File: src/rtl/core/sha256_pkg.sv
// SHA-256 stream hasher: shared types, constants and round functions.
// No dependencies; used by every module in rtl/core.
`default_nettype none
package sha256_pkg;

    typedef struct packed {
        logic [31:0] data_word;
        logic [2:0]  byte_count;
        logic        end_of_message;
    } in_item_t;

    typedef struct packed {
        logic [31:0] digest_word;
        logic [2:0]  word_index;
        logic        last_word;
    } out_item_t;

    // Request passed from the front end to the compression engine
    typedef struct packed {
        logic [31:0] word;       // block word, big-endian
        logic [3:0]  widx;       // position in block
        logic        finish;     // emit digest after this block
    } blk_word_t;

    localparam logic [7:0] PAD_BYTE = 8'h80;
    localparam int unsigned LEN_FILL = 56;

    function automatic logic [31:0] init_hash(input logic [2:0] i);
        logic [31:0] r;
        begin
            case (i)
                3'd0: r = 32'h6a09e667;
                3'd1: r = 32'hbb67ae85;
                3'd2: r = 32'h3c6ef372;
                3'd3: r = 32'ha54ff53a;
                3'd4: r = 32'h510e527f;
                3'd5: r = 32'h9b05688c;
                3'd6: r = 32'h1f83d9ab;
                default: r = 32'h5be0cd19;
            endcase
            return r;
        end
    endfunction

    localparam logic [31:0] ROUND_K [64] = '{
        32'h428a2f98, 32'h71374491, 32'hb5c0fbcf, 32'he9b5dba5,
        32'h3956c25b, 32'h59f111f1, 32'h923f82a4, 32'hab1c5ed5,
        32'hd807aa98, 32'h12835b01, 32'h243185be, 32'h550c7dc3,
        32'h72be5d74, 32'h80deb1fe, 32'h9bdc06a7, 32'hc19bf174,
        32'he49b69c1, 32'hefbe4786, 32'h0fc19dc6, 32'h240ca1cc,
        32'h2de92c6f, 32'h4a7484aa, 32'h5cb0a9dc, 32'h76f988da,
        32'h983e5152, 32'ha831c66d, 32'hb00327c8, 32'hbf597fc7,
        32'hc6e00bf3, 32'hd5a79147, 32'h06ca6351, 32'h14292967,
        32'h27b70a85, 32'h2e1b2138, 32'h4d2c6dfc, 32'h53380d13,
        32'h650a7354, 32'h766a0abb, 32'h81c2c92e, 32'h92722c85,
        32'ha2bfe8a1, 32'ha81a664b, 32'hc24b8b70, 32'hc76c51a3,
        32'hd192e819, 32'hd6990624, 32'hf40e3585, 32'h106aa070,
        32'h19a4c116, 32'h1e376c08, 32'h2748774c, 32'h34b0bcb5,
        32'h391c0cb3, 32'h4ed8aa4a, 32'h5b9cca4f, 32'h682e6ff3,
        32'h748f82ee, 32'h78a5636f, 32'h84c87814, 32'h8cc70208,
        32'h90befffa, 32'ha4506ceb, 32'hbef9a3f7, 32'hc67178f2
    };

    function automatic logic [31:0] rotr(input logic [31:0] x, input int unsigned n);
        begin
            return (x >> n) | (x << (32 - n));
        end
    endfunction

endpackage
`default_nettype wire

File: src/rtl/core/sha256_stream_hasher.sv
// SHA-256 stream hasher top level: front end, request queue, compression engine.
// Depends on sha256_pkg, sha256_front, sha256_fifo, sha256_core.
//
// Usage: stream message words on in_data (valid/ready), big-endian, with
// byte_count valid leading bytes; only the end_of_message word may be short.
// An empty message is a single zero-byte word with end_of_message set.
// Each request with end_of_message yields eight digest words on out_data
// (valid/ready), word_index 0..7, last_word on the eighth.
// Each 64-byte block is loaded as 16 words, then the compression engine runs
// 64 rounds and adds the result into the chain value; the single round unit
// limits throughput, and the engine takes no words of the next block until then.
// After the final word, the first digest word waits for one or two blocks to
// be compressed (padding may need an extra block) and for the queue.
// The four-entry queue lets the front end keep accepting words during rounds.
// Reset restores the initial hash values and clears the length and fill.
// If the receiver stalls, the digest holds and the engine accepts no new
// block until all eight words are taken; the front end backs up via the queue.
`default_nettype none
module sha256_stream_hasher (
    input  wire logic                  clk,
    input  wire logic                  rst_n,
    input  wire sha256_pkg::in_item_t  in_data,
    input  wire logic                  in_valid,
    output logic                       in_ready,
    output sha256_pkg::out_item_t      out_data,
    output logic                       out_valid,
    input  wire logic                  out_ready
);
    import sha256_pkg::*;

    blk_word_t f_data, c_data;
    logic      f_valid, f_ready, c_valid, c_ready;

    sha256_front u_front (
        .clk(clk), .rst_n(rst_n),
        .in_data(in_data), .in_valid(in_valid), .in_ready(in_ready),
        .wq_data(f_data), .wq_valid(f_valid), .wq_ready(f_ready)
    );

    sha256_fifo u_fifo (
        .clk(clk), .rst_n(rst_n),
        .wr_data(f_data), .wr_valid(f_valid), .wr_ready(f_ready),
        .rd_data(c_data), .rd_valid(c_valid), .rd_ready(c_ready)
    );

    sha256_core u_core (
        .clk(clk), .rst_n(rst_n),
        .wq_data(c_data), .wq_valid(c_valid), .wq_ready(c_ready),
        .out_data(out_data), .out_valid(out_valid), .out_ready(out_ready)
    );
endmodule
`default_nettype wire

File: src/rtl/core/sha256_front.sv
// SHA-256 front end: packs message bytes into block words, adds padding and length.
// Depends on sha256_pkg.
`default_nettype none
module sha256_front (
    input  wire logic                 clk,
    input  wire logic                 rst_n,
    input  wire sha256_pkg::in_item_t in_data,
    input  wire logic                 in_valid,
    output logic                      in_ready,
    output sha256_pkg::blk_word_t     wq_data,
    output logic                      wq_valid,
    input  wire logic                 wq_ready
);
    import sha256_pkg::*;

    typedef enum logic [3:0] {
        S_IN  = 4'b0001,
        S_PAD = 4'b0010,
        S_LEN = 4'b0100,
        S_LO  = 4'b1000
    } fstate_t;

    fstate_t     state_reg, state_next;
    logic [5:0]  fill_reg, fill_next;          // bytes in current block
    logic [31:0] part_reg, part_next;          // partially built word
    logic [63:0] bits_reg, bits_next;
    logic        padded_reg, padded_next;       // 0x80 already placed

    logic [2:0]  cnt;
    logic [1:0]  off;
    logic [31:0] din;                           // valid leading bytes only
    logic [63:0] word_sh;
    logic [31:0] merged;
    logic [2:0]  new_off;
    logic        emit;

    assign cnt = (in_data.byte_count > 3'd4) ? 3'd4 : in_data.byte_count;
    assign off = fill_reg[1:0];
    assign din = in_data.data_word & ~(32'hffffffff >> ({3'd0, cnt} * 6'd8));

    always_comb
    begin
        state_next  = state_reg;
        fill_next   = fill_reg;
        part_next   = part_reg;
        bits_next   = bits_reg;
        padded_next = padded_reg;
        in_ready    = 1'b0;
        wq_valid    = 1'b0;
        wq_data     = '0;
        word_sh     = '0;
        merged      = part_reg;
        new_off     = {1'b0, off};
        emit        = 1'b0;
        case (state_reg)
            S_IN:
            begin
                // merge new bytes; word completes when offset wraps
                word_sh = {din, 32'h0} >> ({3'd0, off} * 6'd8);
                merged  = part_reg | word_sh[63:32];
                new_off = {1'b0, off} + cnt;
                emit    = new_off[2];
                wq_data.word   = merged;
                wq_data.widx   = fill_reg[5:2];
                wq_data.finish = 1'b0;
                wq_valid = in_valid && emit;
                in_ready = !emit || wq_ready;
                if (in_valid && in_ready)
                begin
                    bits_next = bits_reg + {58'd0, cnt, 3'd0};
                    fill_next = fill_reg + {3'd0, cnt};
                    if (emit)
                        part_next = word_sh[31:0];
                    else
                        part_next = merged & ~(32'hffffffff >> ({3'd0, new_off[1:0]} * 6'd8));
                    if (new_off[1:0] == 2'd0 && !emit)
                        part_next = '0;
                    if (in_data.end_of_message)
                        state_next = S_PAD;
                end
            end
            S_PAD:
            begin
                // place 0x80 then zero words until the length slot
                merged = padded_reg ? part_reg
                       : part_reg | ({PAD_BYTE, 24'h0} >> ({3'd0, off} * 6'd8));
                wq_data.word   = merged;
                wq_data.widx   = fill_reg[5:2];
                wq_data.finish = 1'b0;
                wq_valid = 1'b1;
                if (wq_ready)
                begin
                    padded_next = 1'b1;
                    part_next   = '0;
                    fill_next   = {fill_reg[5:2] + 4'd1, 2'b00};
                    if (fill_reg[5:2] + 4'd1 == 4'(LEN_FILL / 4))
                        state_next = S_LEN;
                end
            end
            S_LEN:
            begin
                wq_data.word   = bits_reg[63:32];
                wq_data.widx   = 4'd14;
                wq_data.finish = 1'b0;
                wq_valid = 1'b1;
                if (wq_ready)
                    state_next = S_LO;
            end
            default:
            begin
                wq_data.word   = bits_reg[31:0];
                wq_data.widx   = 4'd15;
                wq_data.finish = 1'b1;
                wq_valid = 1'b1;
                if (wq_ready)
                begin
                    state_next  = S_IN;
                    fill_next   = '0;
                    part_next   = '0;
                    bits_next   = '0;
                    padded_next = 1'b0;
                end
            end
        endcase
    end

    // hold front-end state
    always_ff @(posedge clk or negedge rst_n)
    begin
        if (!rst_n)
        begin
            state_reg  <= S_IN;
            fill_reg   <= '0;
            part_reg   <= '0;
            bits_reg   <= '0;
            padded_reg <= 1'b0;
        end
        else
        begin
            state_reg  <= state_next;
            fill_reg   <= fill_next;
            part_reg   <= part_next;
            bits_reg   <= bits_next;
            padded_reg <= padded_next;
        end
    end
endmodule
`default_nettype wire

File: src/rtl/core/sha256_fifo.sv
// Short request queue between front end and compression engine.
// Depends on sha256_pkg.
`default_nettype none
module sha256_fifo (
    input  wire logic                  clk,
    input  wire logic                  rst_n,
    input  wire sha256_pkg::blk_word_t wr_data,
    input  wire logic                  wr_valid,
    output logic                       wr_ready,
    output sha256_pkg::blk_word_t      rd_data,
    output logic                       rd_valid,
    input  wire logic                  rd_ready
);
    import sha256_pkg::*;

    blk_word_t  mem_reg [4];
    logic [1:0] wp_reg, rp_reg;
    logic [2:0] cnt_reg;
    logic       wr_en, rd_en;

    assign wr_ready = cnt_reg != 3'd4;
    assign rd_valid = cnt_reg != 3'd0;
    assign rd_data  = mem_reg[rp_reg];
    assign wr_en    = wr_valid && wr_ready;
    assign rd_en    = rd_valid && rd_ready;

    // store requests
    always_ff @(posedge clk)
    begin
        if (wr_en)
            mem_reg[wp_reg] <= wr_data;
    end

    // advance pointers
    always_ff @(posedge clk or negedge rst_n)
    begin
        if (!rst_n)
        begin
            wp_reg  <= '0;
            rp_reg  <= '0;
            cnt_reg <= '0;
        end
        else
        begin
            if (wr_en)
                wp_reg <= wp_reg + 2'd1;
            if (rd_en)
                rp_reg <= rp_reg + 2'd1;
            cnt_reg <= cnt_reg + {2'd0, wr_en} - {2'd0, rd_en};
        end
    end
endmodule
`default_nettype wire

File: src/rtl/core/sha256_core.sv
// SHA-256 compression engine: gathers 16 words, runs 64 rounds, emits digest after a finishing block.
// Depends on sha256_pkg.
`default_nettype none
module sha256_core (
    input  wire logic                  clk,
    input  wire logic                  rst_n,
    input  wire sha256_pkg::blk_word_t wq_data,
    input  wire logic                  wq_valid,
    output logic                       wq_ready,
    output sha256_pkg::out_item_t      out_data,
    output logic                       out_valid,
    input  wire logic                  out_ready
);
    import sha256_pkg::*;

    typedef enum logic [3:0] {
        C_LOAD  = 4'b0001,
        C_ROUND = 4'b0010,
        C_ADD   = 4'b0100,
        C_OUT   = 4'b1000
    } cstate_t;

    cstate_t     state_reg;
    logic [31:0] h_reg [8];
    logic [31:0] v_reg [8];
    logic [31:0] w_reg [16];
    logic [5:0]  rnd_reg;
    logic [2:0]  oidx_reg;
    logic        fin_reg;

    logic [31:0] w_new, w_cur, s0, s1, ch, mj, t1, t2, g0, g1;

    assign wq_ready = state_reg == C_LOAD;

    // schedule: w_reg[0] is the current word, shifts every round
    always_comb
    begin
        g0 = rotr(w_reg[1], 7) ^ rotr(w_reg[1], 18) ^ (w_reg[1] >> 3);
        g1 = rotr(w_reg[14], 17) ^ rotr(w_reg[14], 19) ^ (w_reg[14] >> 10);
        w_new = w_reg[0] + g0 + w_reg[9] + g1;
        w_cur = w_reg[0];
        s1 = rotr(v_reg[4], 6) ^ rotr(v_reg[4], 11) ^ rotr(v_reg[4], 25);
        ch = (v_reg[4] & v_reg[5]) ^ (~v_reg[4] & v_reg[6]);
        t1 = v_reg[7] + s1 + ch + ROUND_K[rnd_reg] + w_cur;
        s0 = rotr(v_reg[0], 2) ^ rotr(v_reg[0], 13) ^ rotr(v_reg[0], 22);
        mj = (v_reg[0] & v_reg[1]) ^ (v_reg[0] & v_reg[2]) ^ (v_reg[1] & v_reg[2]);
        t2 = s0 + mj;
    end

    assign out_valid            = state_reg == C_OUT;
    assign out_data.digest_word = h_reg[oidx_reg];
    assign out_data.word_index  = oidx_reg;
    assign out_data.last_word   = oidx_reg == 3'd7;

    // data path
    always_ff @(posedge clk)
    begin
        case (state_reg)
            C_LOAD:
            begin
                if (wq_valid)
                begin
                    w_reg[wq_data.widx] <= wq_data.word;
                    fin_reg <= wq_data.finish;
                    for (int i = 0; i < 8; i++)
                        v_reg[i] <= h_reg[i];
                end
            end
            C_ROUND:
            begin
                for (int i = 0; i < 15; i++)
                    w_reg[i] <= w_reg[i + 1];
                w_reg[15] <= w_new;
                v_reg[7] <= v_reg[6];
                v_reg[6] <= v_reg[5];
                v_reg[5] <= v_reg[4];
                v_reg[4] <= v_reg[3] + t1;
                v_reg[3] <= v_reg[2];
                v_reg[2] <= v_reg[1];
                v_reg[1] <= v_reg[0];
                v_reg[0] <= t1 + t2;
            end
            default:
            begin
            end
        endcase
    end

    // control and chain value
    always_ff @(posedge clk or negedge rst_n)
    begin
        if (!rst_n)
        begin
            state_reg <= C_LOAD;
            rnd_reg   <= '0;
            oidx_reg  <= '0;
            for (int i = 0; i < 8; i++)
                h_reg[i] <= init_hash(3'(i));
        end
        else
        begin
            case (state_reg)
                C_LOAD:
                begin
                    if (wq_valid && wq_data.widx == 4'd15)
                    begin
                        state_reg <= C_ROUND;
                        rnd_reg   <= '0;
                    end
                end
                C_ROUND:
                begin
                    rnd_reg <= rnd_reg + 6'd1;
                    if (rnd_reg == 6'd63)
                        state_reg <= C_ADD;
                end
                C_ADD:
                begin
                    for (int i = 0; i < 8; i++)
                        h_reg[i] <= h_reg[i] + v_reg[i];
                    state_reg <= fin_reg ? C_OUT : C_LOAD;
                    oidx_reg  <= '0;
                end
                default:
                begin
                    if (out_ready)
                    begin
                        oidx_reg <= oidx_reg + 3'd1;
                        if (oidx_reg == 3'd7)
                        begin
                            state_reg <= C_LOAD;
                            for (int i = 0; i < 8; i++)
                                h_reg[i] <= init_hash(3'(i));
                        end
                    end
                end
            endcase
        end
    end
endmodule
`default_nettype wire

File: config.mk
export PLATFORM = sky130hd
export DESIGN_NAME = sha256_stream_hasher
export DESIGN_NICKNAME = d
export VERILOG_FILES = /design/src/rtl/core/sha256_pkg.sv /design/src/rtl/core/sha256_stream_hasher.sv /design/src/rtl/core/sha256_front.sv /design/src/rtl/core/sha256_fifo.sv /design/src/rtl/core/sha256_core.sv
export SDC_FILE = /design/constraint.sdc
export NUM_CORES = 2
export LEC_CHECK = 0
export BUFFER_PORTS_ARGS = -buffer_cell sky130_fd_sc_hd__clkbuf_2
export CAP_MARGIN = 10
export CORE_MARGIN = 10
export CORE_UTILIZATION = 65
export CTS_BUF_LIST = sky130_fd_sc_hd__clkbuf_4
export DETAILED_ROUTE_END_ITERATION = 10
export PLACE_DENSITY = 0.82
export SLEW_MARGIN = 20
export SYNTH_ARGS = -nofsm -noshare
export SYNTH_HDL_FRONTEND = slang
export SYNTH_HIERARCHICAL = 1
export SYNTH_SLANG_ARGS = --single-unit
File: constraint.sdc
create_clock -name clk -period 21 [get_ports clk]
set_clock_uncertainty 0.15 [all_clocks]
set_input_delay 3.15 -clock clk [delete_from_list [all_inputs] [get_ports clk]]
set_output_delay 3.15 -clock clk [all_outputs]
set_load 0.1 [all_outputs]
==> out/metrics.sh <==
STANDARD_CELL_WITH_THE_MAXIMUM_STAGE_DELAY_ON_THE_CRITICAL_PATH='sky130_fd_sc_hd__dfrtp_1'
ROUTABILITYCONGESTION=1.040
VIAS=67178
PLACE_HPWL_UM=186800
CLK_ROOT_BUFFER_CELL='sky130_fd_sc_hd__clkbuf_4'
HTREEDEPTH=5
FINALINSTANCEAREA_UM2=87980
DRT_PASS1_ITERATIONS=6
SYNTHESIS.AREA_UM2=81890
CLOCK-SINKS=1289
CTS-ROOT-TO-SINK-BUFFERS=4
WORST_MIN_PATH_CLASS='register to register'
POSTSYNTH.ASYNCRESETSHARE_PCT=28.86
TIGHTESTPINTRANSITION_NS=1.262
TIMING.CRITICAL_PATH.MODE_CELL='sky130_fd_sc_hd__fa_1'
CORE.ROWCOUNT=130
FINALSETUPTNS_NS=0
FINAL_CORE_UTILIZATION_PCT=70.15
DIE-WIDTH_UM=375.0
SYNTH_COMPOUND_GATE_AREA_SHARE_PCT=14.41
GRT_FIRST_PASS_WIRELENGTH_UM=393900
LAYOUT_CELL_SHARE_WITH_DRIVE_STRENGTH_BEYOND_1_PCT=13.03
SYNTH-SEQ-CELLS=1289
CRITICAL_PATH_REQUIRED_NS=21.83
GRT_MAX_DEGREE=234
SYNTH_TOP_FAMILY_BY_AREA='simple AND/OR/NAND/NOR gates'
INITIAL_ANTENNA_VIOLATION_COUNT=4
CTS_TREE='built'
RUN_STATUS='completed'
ANT_NETS=0
GRT_REMAINING_OVERFLOW=0
YS.WARNINGS.COUNT=6
SYNTHTOPCELLSBYAREA='sky130_fd_sc_hd__edfxtp_1 (34%), sky130_fd_sc_hd__nand2_1 (9.2%), sky130_fd_sc_hd__dfrtp_1 (7.2%), sky130_fd_sc_hd__ha_1 (6.2%), sky130_fd_sc_hd__fa_1 (4.8%)'
FLOORPLAN.IO_PINS=78
CLK_PIN_SLEW_WORST_PATHS_NS=0.07
SYNTH_EDF_COUNT=917
AREA_TAKEN_BY_FLIP_FLOPS_AND_LATCHES_UM2=37030
SYNTH_SEQUENTIAL_AREA_RATIO_PCT=45.20
SYN-INSTANCE-COUNT=8259
WORSTPATHMAXFANOUT=17
NET_COUNT_OF_THE_MAPPED_NETLIST=8902
YS_TYPES=120
DIE_Y_UM=375.0
CP.ARRIVAL_NS=11.46
CORE_AREA_UM2=125400
CPPEAKSTAGEDELAY_NS=0.77
SETUP_VIOL=0
POST-ROUTE-PERIOD-UTIL_PCT=50.62
PLACE.PORT_BUFFERS=77
FINAL_HOLD_VIOL_COUNT=0
CLK-INSERTION-DELAY-LATE_NS=1.35
TIMING.CRITICAL_PATH.FROM_TYPE='register'
DESIGN.DIE.AREA_UM2=140600
DETAIL_ROUTE.DRC_VIOLATIONS=0
VIASPERCELL=6.541
POST_CTS_BUFFERS=0
POSTPLACECELLAREA_UM2=83590
TIMING.CRITICAL_PATH.TO_TYPE='register'
HOLD_WS_NS=0.2973
STARTING_UTILIZATION_OF_THE_CORE_AREA_PCT=65.30
MULTI_INPUT_COMB_AREA_UM2=42310
YOSYS.AREA.TOP_TYPE='sky130_fd_sc_hd__edfxtp_1'
POST_CTS_RESIZED=0
WIRE_PER_INST_UM=25.53
SYNTH-MAIN-FF-CELL='sky130_fd_sc_hd__edfxtp_1'
GR-USAGE-ALL-LAYERS_PCT=36.48
SETUP_CP_TYPE='register to register'
DRT_ITER0_MARKERS=7892
VIA_COUNT_OF_THE_FIRST_GLOBAL_ROUTING_PASS=65268
COUNT_OF_PINS_OVER_THEIR_SLEW_LIMIT=0
CAP_VIOLATIONS=0
TIMING.SLEW.HEADROOM_PCT=15.20
FILL_CELLS=9244
CTS-HOLD-FIX-BUFFERS=0
MIN_PERIOD_NS=10.63
AVGSYNTHCELLAREA_UM2=9.916
POSTROUTEWIRELENGTH_UM=262200
FINAL_NET_COUNT=8992
SYNTH.TOP_CELL.AREA_SHARE_PCT=33.62
SYNTH_XOR_XNOR_AREA_SHARE_PCT=6.359
SETUP_REPAIR_AFTER_GLOBAL_ROUTING_MISSED_ITS_MARGIN='no'
SYNTH_SIMPLE_GATE_AREA_SHARE_PCT=15.45
SYNTHADDERAREAFRAC_PCT=11.28
MUX_CONTRIBUTION_TO_SYNTHESIZED_AREA_PCT=3.893
CTS_BUFFERS=354
AREA.GROWTH.SYNTH_TO_FINAL_PCT=7.428
TIMING.FMAX_MHz=94.07
FLIP_FLOP_COUNT_OF_THE_LARGEST_REGISTER_ALL_COPIES_AND_WORDS_ADDED=512
[worst max-delay path, delay by kind of cell (launching register included)]
kind / cells / cell delay [ns]
compound gates: 14 / 2.78
xor+xnor: 2 / 0.41
fa+ha+maj: 7 / 3.35
buf+inv: 3 / 0.66
flops: 1 / 0.77
mux: 1 / 0.58
simple gates: 6 / 1.68
[layout make-up]
type	count	share of cell area (%)
clock inverter	84	0.3783
multi-input combinational	6243	48.09
tap	1650	2.347
clock buffer	537	4.582
antenna	6	0.01707
sequential	1289	42.09
inverter	296	1.263
timing repair buffer	165	1.229
[synthesized netlist by cell type (17+ instances only)]
library cell,instances
sky130_fd_sc_hd__a211oi_1,44
sky130_fd_sc_hd__a21o_1,189
sky130_fd_sc_hd__a21oi_1,529
sky130_fd_sc_hd__a221oi_1,23
sky130_fd_sc_hd__a22o_1,20
sky130_fd_sc_hd__a22oi_1,23
sky130_fd_sc_hd__a31oi_1,61
sky130_fd_sc_hd__and2_1,20
sky130_fd_sc_hd__and3_1,42
sky130_fd_sc_hd__buf_1,47
sky130_fd_sc_hd__clkbuf_1,367
sky130_fd_sc_hd__dfrtp_1,234
sky130_fd_sc_hd__dfstp_2,138
sky130_fd_sc_hd__edfxtp_1,917
sky130_fd_sc_hd__fa_1,198
sky130_fd_sc_hd__ha_1,405
sky130_fd_sc_hd__inv_1,292
sky130_fd_sc_hd__maj3_1,21
sky130_fd_sc_hd__mux2_2,58
sky130_fd_sc_hd__mux2i_1,17
sky130_fd_sc_hd__mux4_2,105
sky130_fd_sc_hd__nand2_1,2007
sky130_fd_sc_hd__nand2b_1,60
sky130_fd_sc_hd__nand3_1,110
sky130_fd_sc_hd__nand4_1,39
sky130_fd_sc_hd__nor2_1,400
sky130_fd_sc_hd__nor2b_1,43
sky130_fd_sc_hd__nor3_1,85
sky130_fd_sc_hd__o211ai_1,40
sky130_fd_sc_hd__o21a_1,51
sky130_fd_sc_hd__o21ai_0,502
sky130_fd_sc_hd__o21bai_1,50
sky130_fd_sc_hd__o22a_1,25
sky130_fd_sc_hd__o22ai_1,28
sky130_fd_sc_hd__o31ai_1,60
sky130_fd_sc_hd__or3_1,46
sky130_fd_sc_hd__or4_1,33
sky130_fd_sc_hd__xnor2_1,403
sky130_fd_sc_hd__xor2_1,189
[through the flow]
step	setup slack, ns	std cells
global placement	10.72	9643
global route	9.802	10270
finish	10.37	10270
floorplan	11.60	8259
CTS	10.60	10264
detailed placement	10.57	9643
[metal layers]
metal / part of all wire (%) / track usage [%] / wire, um
met1: 37 / 46.13 / 96300
met3: 9.9 / 6.753 / 26060
met4: 6.8 / 21.77 / 17710
met5: 0.0050 / 0 / 13
met2: 47 / 58.55 / 122100
[worst paths after layout]
path                               startpoint                   to  slack (ns)  depth (start not counted)
min in group asynchronous               rst_n    u_core/h_reg[160]        1.78                          1
max reg2reg                 u_core/rnd_reg[1]  u_core/v_reg[0][30]       10.37                         33
max in group asynchronous               rst_n    u_core/h_reg[241]       16.82                          3
min reg2reg                u_core/w_reg[5][2]   u_core/w_reg[4][2]        0.30                          2
max                         u_core/rnd_reg[1]  u_core/v_reg[0][30]       10.37                         33
min                        u_core/w_reg[5][2]   u_core/w_reg[4][2]        0.30                          2
[cells in the final DEF, fill, tap and decap left out, types with 198 or more instances in the layout]
cell type / synthesis / routed
sky130_fd_sc_hd__o21ai_0: 502 / 487
sky130_fd_sc_hd__inv_1: 292 / 291
sky130_fd_sc_hd__ha_1: 405 / 405
sky130_fd_sc_hd__nor2_1: 400 / 400
sky130_fd_sc_hd__a21oi_1: 529 / 529
sky130_fd_sc_hd__fa_1: 198 / 198
sky130_fd_sc_hd__nand2_1: 2007 / 2005
sky130_fd_sc_hd__dfrtp_1: 234 / 228
sky130_fd_sc_hd__edfxtp_1: 917 / 917
sky130_fd_sc_hd__clkbuf_4: 0 / 537
sky130_fd_sc_hd__xnor2_1: 403 / 403
[kinds of logic after synthesis]
| logic type | Yosys count |
|---|---|
| adders and majority gates | 624 |
| AOI/OAI and AO/OA | 1865 |
| buffers and inverters | 727 |
| and+or+nand+nor | 2981 |
| muxes | 180 |
| xor gates and xnor gates | 593 |
| DFF | 1289 |
Power is not shown: default switching activity piles up to over one toggle a cycle in this logic, so the estimate is an artifact.
